### config.mk
export PLATFORM = sky130hd
export DESIGN_NAME = fmpq_table
export DESIGN_NICKNAME = d
export VERILOG_FILES = /design/src/rtl/fmpq_pkg.sv /design/src/rtl/fmpq_table.sv
export VERILOG_INCLUDE_DIRS = /design/src /design/src/rtl
export SDC_FILE = /design/constraint.sdc
export NUM_CORES = 2
export LEC_CHECK = 0
export BUFFER_PORTS_ARGS = -buffer_cell sky130_fd_sc_hd__buf_2
export CAP_MARGIN = 15
export CORE_MARGIN = 2
export CORE_UTILIZATION = 53
export DETAILED_ROUTE_END_ITERATION = 7
export PLACE_DENSITY = 0.81
export SYNTH_ARGS = -nofsm -noshare
export SYNTH_HDL_FRONTEND = slang
export SYNTH_SLANG_ARGS = --single-unit
export TNS_END_PERCENT = 20
### constraint.sdc
create_clock -name clk -period 5.07 [get_ports clk]
set_input_delay 0.2535 -clock clk [delete_from_list [all_inputs] [get_ports clk]]
set_output_delay 0.2535 -clock clk [all_outputs]
set_load 0.01 [all_outputs]
### src/rtl/forward_match_priority_queue_dropper_core_defines.svh
// Assertion macros shared by the RTL files.
// Depends on nothing; included by modules that carry checks.
`ifndef FORWARD_MATCH_PRIORITY_QUEUE_DROPPER_CORE_DEFINES_SVH
`define FORWARD_MATCH_PRIORITY_QUEUE_DROPPER_CORE_DEFINES_SVH
// implication checked on every clock edge outside reset
`define FMPQ_ASSERT_IMP(lbl, ante, cons) \
	lbl: assert property (@(posedge clk) disable iff (!arst_n) (ante) |-> (cons)) \
		else $error("check failed");
// implication whose consequence is checked in the cycle after the antecedent
`define FMPQ_ASSERT_NEXT(lbl, ante, cons) \
	lbl: assert property (@(posedge clk) disable iff (!arst_n) (ante) |=> (cons)) \
		else $error("check failed");
`endif

### src/rtl/fmpq_pkg.sv
// Shared constants and types of the forwarding priority queue.
// Depends on nothing.
package fmpq_pkg;
	localparam int TableEntries = 16;
	localparam int QueueDepth = 64;
	localparam int Levels = 3;
	localparam int IdxW = $clog2(TableEntries);
	localparam int PtrW = $clog2(QueueDepth);
	localparam int FillW = $clog2(QueueDepth + 1);
	localparam int QW = 2;

	localparam logic [1:0] OP_WRITE = 2'd0;
	localparam logic [1:0] OP_ARRIVE = 2'd1;
	localparam logic [1:0] OP_SERVICE = 2'd2;

	localparam logic [2:0] KIND_WRITTEN = 3'd0;
	localparam logic [2:0] KIND_QUEUED = 3'd1;
	localparam logic [2:0] KIND_DROPPED = 3'd2;
	localparam logic [2:0] KIND_SENT = 3'd3;
	localparam logic [2:0] KIND_IDLE = 3'd4;

	localparam logic [1:0] WHY_NO_ENTRY = 2'd0;
	localparam logic [1:0] WHY_FULL = 2'd1;
	localparam logic [1:0] WHY_LOSS = 2'd2;
	localparam logic [1:0] WHY_PRIO = 2'd3;

	localparam logic [7:0] TYPE_E = 8'h45;
	localparam logic [7:0] TYPE_R = 8'h52;

	typedef struct packed {
		logic [31:0] next_ip;
		logic [15:0] hop_port;
		logic [15:0] delay_ms;
		logic [6:0] loss;
	} action_t;

	typedef struct packed {
		logic [15:0] tag;
		logic [7:0] ptype;
		action_t act;
	} item_t;

	typedef struct packed {
		logic [2:0] kind;
		logic [1:0] reason;
		logic [15:0] tag;
		logic [31:0] next_ip;
		logic [15:0] hop_port;
		logic [15:0] delay_ms;
		logic [1:0] queue;
	} result_t;

	// search request and answer between the sequencer and the table
	typedef struct packed {
		logic start;
		logic [47:0] key;
	} srch_req_t;

	typedef struct packed {
		logic done;
		logic hit;
		action_t act;
	} srch_rsp_t;
endpackage

### src/rtl/fmpq_table.sv
// Forwarding table with a single key comparator walked one slot per cycle.
// Depends on fmpq_pkg.
module fmpq_table import fmpq_pkg::*; (
	input logic clk,
	input logic arst_n,
	input logic wr_en,
	input logic [IdxW-1:0] wr_idx,
	input logic [47:0] wr_key,
	input action_t wr_act,
	input srch_req_t req,
	output srch_rsp_t rsp
);
	logic [TableEntries-1:0] valid_q;
	logic [47:0] key_mem [TableEntries];
	action_t act_mem [TableEntries];
	logic busy_q;
	logic [IdxW-1:0] ptr_q;
	logic [47:0] skey_q;
	logic match;
	logic done_q, hit_q;
	action_t act_q;

	assign match = valid_q[ptr_q] && (key_mem[ptr_q] == skey_q);
	assign rsp = {done_q, hit_q, act_q};

	always_ff @(posedge clk) begin
		if (wr_en) begin
			key_mem[wr_idx] <= wr_key;
			act_mem[wr_idx] <= wr_act;
		end
		if (req.start) skey_q <= req.key;
		if (busy_q) act_q <= act_mem[ptr_q];
	end

	always_ff @(posedge clk or negedge arst_n) begin
		if (!arst_n) begin
			valid_q <= '0;
			busy_q <= 1'b0;
			ptr_q <= '0;
			done_q <= 1'b0;
			hit_q <= 1'b0;
		end else begin
			if (wr_en) valid_q[wr_idx] <= 1'b1;
			done_q <= 1'b0;
			if (req.start) begin
				busy_q <= 1'b1;
				ptr_q <= '0;
			end else if (busy_q) begin
				if (match || ptr_q == IdxW'(TableEntries - 1)) begin
					busy_q <= 1'b0;
					done_q <= 1'b1;
					hit_q <= match;
				end else begin
					ptr_q <= ptr_q + 1'b1;
				end
			end
		end
	end

	`include "forward_match_priority_queue_dropper_core_defines.svh"
	`FMPQ_ASSERT_NEXT(a_done_ends_walk, busy_q && match, !busy_q && rsp.done)
	`FMPQ_ASSERT_IMP(a_no_write_in_walk, busy_q, !wr_en)
	`FMPQ_ASSERT_NEXT(a_start_busy, req.start, busy_q)
endmodule

==> run_results.csv <==
group,metric,value,unit
global_route,overflow,0,
timing,tns,0,ns
timing,hold_slack,0.0613,ns
routing,wl,190,mm
routing,drt-initial-drc-count,4960,
clock_network,cts_resized,0,
layout,final_area,0.0897,mm²
synthesis,synthCells,3220,
synthesis,synthTopCellsByCount,"edfxtp_1 (2023), mux4_2 (526), mux2i_1 (113), clkbuf_1 (54), buf_1 (36)",
worst_setup_path,critPathCaptureType,"flop",
layout,nFillCells,9390,
layout,fin_nets,3936,
clock_network,cts.clk_slew.worst_paths,0.06,ns
synthesis,synth_cell_types,71,
clock_network,h-tree-depth,4,
worst_setup_path,r2r_end,"ptr_q[3]",
routing,drc_errors,0,
worst_setup_path,worstSetupEndpoint,"ptr_q[3]",
placed_design,postPlaceCellArea,0.0817,mm²
routing,avgViaCountPerCell,6.43,
routing,ant_nets,0,
global_route,grtUsageTotal,25.6,%
worst_setup_path,r2r_setup_slack,0.74,ns
synthesis,synth_compound_area_share,1.27,%
floorplan,ios,248,
clock_network,cts_buffers,194,
hold_path,hold_path_class,"in -> async",
worst_setup_path,cp-startpoint,"ptr_q[1]",
synthesis,yosys-top-cells-area,"edfxtp_1 (78%), mux4_2 (15%), mux2i_1 (1.5%)",
status,status,"finished, final reports clean",
worst_setup_path,rr_worst_depth,10,
synthesis,avgSynthCellArea,24.1,µm²
global_route,grt_max_degree,121,
timing,finClkSkew,0.0501,ns
power_and_ir_drop,vdd_ir_drop_max,0.523,mV
floorplan,fp.dieW,387,µm
floorplan,coreArea,0.146,mm²
layout,area_delta_synth_final,15.4,%
worst_setup_path,required,5.76,ns
synthesis,yosysTopAreaCell,"edfxtp_1",
timing,finalHoldViolCount,0,
power_and_ir_drop,power_density,404,mW/mm²
timing,max-slew-margin-rel,23.7,%
synthesis,synthAdderAreaFrac,0.0161,%
timing,finalSetupViolations,0,
synthesis,yosys.cell_count.top_type,"edfxtp_1",
routing,dr.pass1.iters,6,
timing,tightest_slew,1.15,ns
worst_setup_path,startpoint_type,"flop",
synthesis,synthSimpleGateAreaFrac,1.18,%
placed_design,dp_worst_setup_slack,0.839,ns
worst_setup_path,cp.arrival,5.02,ns
timing,rsz0062_at_grt,"no",
floorplan,fp.dieH,387,µm
synthesis,synthMuxAreaShare,17.1,%
timing,fmax,231,MHz
floorplan,die_area,0.150,mm²
placed_design,placement.io_buffers,247,
synthesis,ys_seq_elements,2046,
worst_setup_path,r2r-start,"ptr_q[1]",
synthesis,yosysWarnings,0,
clock_network,clock_path_buffers,3,
routing,detail_route.wl_per_cell,32.4,µm
worst_setup_path,crit_fanout,46,
layout,drive_above_1_share,30.8,%
placed_design,dp_hpwl,93.6,mm
synthesis,async_flop_share,1.12,%
power_and_ir_drop,p_leak,28.5,nW
clock_network,cts_root_buf,"clkbuf_16",
clock_network,clk_latency,0.83,ns
run,cap_viol_max_count,0,
synthesis,synth_fp_nets,3396,
synthesis,synth_top_family_by_area,"multiplexers",
floorplan,placementRows,140,
global_route,antenna_found_initial,21,
floorplan,start_util,53.4,%
placed_design,gp_congestion,0.914,
synthesis,ys_seq_area_share,78.9,%
synthesis,syn-cell-area,0.0777,mm²
synthesis,synth_edf_count,2023,
clock_network,cts_tree,"built",
global_route,grt_pass1_vias,39100,
clock_network,numClockSinks,2046,
synthesis,synth_ff_type,"edfxtp_1",
global_route,grt_pass1_wl,275,mm
layout,final_util,61.6,%
synthesis,synth_top_area_share,78.2,%
timing,maxSlewViolCount,0,
worst_setup_path,path_class,"reg -> reg",
synthesis,synthXorXnorAreaFrac,0.451,%
timing,final.setup.worst_slack,0.737,ns
routing,vias,37600,
timing,fin_crit,4.33,ns
timing,timing.final.crit_share,85.5,%
## worst min-delay path by stage
| stage | end | slack (ns) | startpoint |
|---|---|---|---|
| global placement | ptr_q[2] | 0.25 | arst_n |
| global route | ptr_q[2] | 0.07 | arst_n |
| floorplan | busy_q | -0.04 | arst_n |
| CTS | busy_q | 0.01 | arst_n |
| finish | ptr_q[2] | 0.06 | arst_n |
| detailed placement | ptr_q[3] | 0.27 | arst_n |
## final cells by class
type	count	area, µm²	share of cell area [%]
sequential	2046	61300	68.4
multi-input combinational	1000	15700	17.5
clock buffer	248	5220	5.82
timing repair buffer	499	3870	4.32
tap	1917	2400	2.67
clock inverter	114	1130	1.26
inverter	19	78.8	0.0879
antenna	7	17.5	0.0195
## cells by family after synthesis
group           Yosys count
compound gates          129
xor+xnor                 40
fa+ha+maj                 1
buf+inv                 174
flops                  2046
mux                     664
simple gates            166
## state kept, by name, indices dropped and copies added (netlist names)
register and count:
act_mem 1136, key_mem 768, rsp 71, skey_q 48, valid_q 16, ptr_q 4
busy_q 1, done_q 1, hit_q 1
## worst max-delay path: stages, from the launching register on
cell	delay, ns
dfrtp_4	0.91
buf_12	0.37
mux4_2	0.55
mux2i_1	0.14
mux2i_1	0.10
xnor2_1	0.60
nand4_1	0.24
nor4_2	0.50
nand4_2	0.24
and2_4	0.24
a221oi_2	0.23
## layer usage
layer	vias up	track usage, %	wire length (µm)
met5	-	0	136
met4	24	7.09	4960
met3	394	5.51	20300
met2	2414	43.3	97300
met1	19800	33.8	67000
li1	15000	-	-
## layout by cell type, fill, tap and decap left out, types with 13 or more instances in the layout
master,n
clkinv_2,34
bufinv_16,13
buf_12,26
clkinv_1,45
buf_4,58
inv_1,16
xnor2_1,34
dfrtp_1,18
nand3_1,13
nor2_1,13
a22oi_1,17
or2_2,17
mux2i_1,113
edfxtp_1,2023
mux2_2,25
o22ai_1,17
clkbuf_16,197
dlygate4sd3_1,168
nand2_1,30
clkbuf_1,41
mux4_2,526
buf_2,247
## report_power, final
part,internal [mW],switching [mW]
Sequential,19.1,0.278
Clock,8.00,6.32
Combinational,1.18,1.36
Total,28.3,7.96
## per-stage QoR
| stage | power (mW) | cells |
|---|---|---|
| 2_1_floorplan | 21.1 | 3220 |
| 4_1_cts | 36.4 | 5843 |
| 5_1_grt | 37.2 | 5845 |
| 3_3_place_gp | 22.0 | 5313 |
| 6_report | 36.2 | 5850 |
| 3_5_place_dp | 22.1 | 5313 |
## what timing repair did
| action | 4_1_cts | 5_1_grt |
|---|---|---|
| setup buffers | 0 | 0 |
| hold endpoints to repair | 1975 | 0 |
| hold buffers | 168 | 0 |
Note: power is estimated with default switching activity, not from simulation.
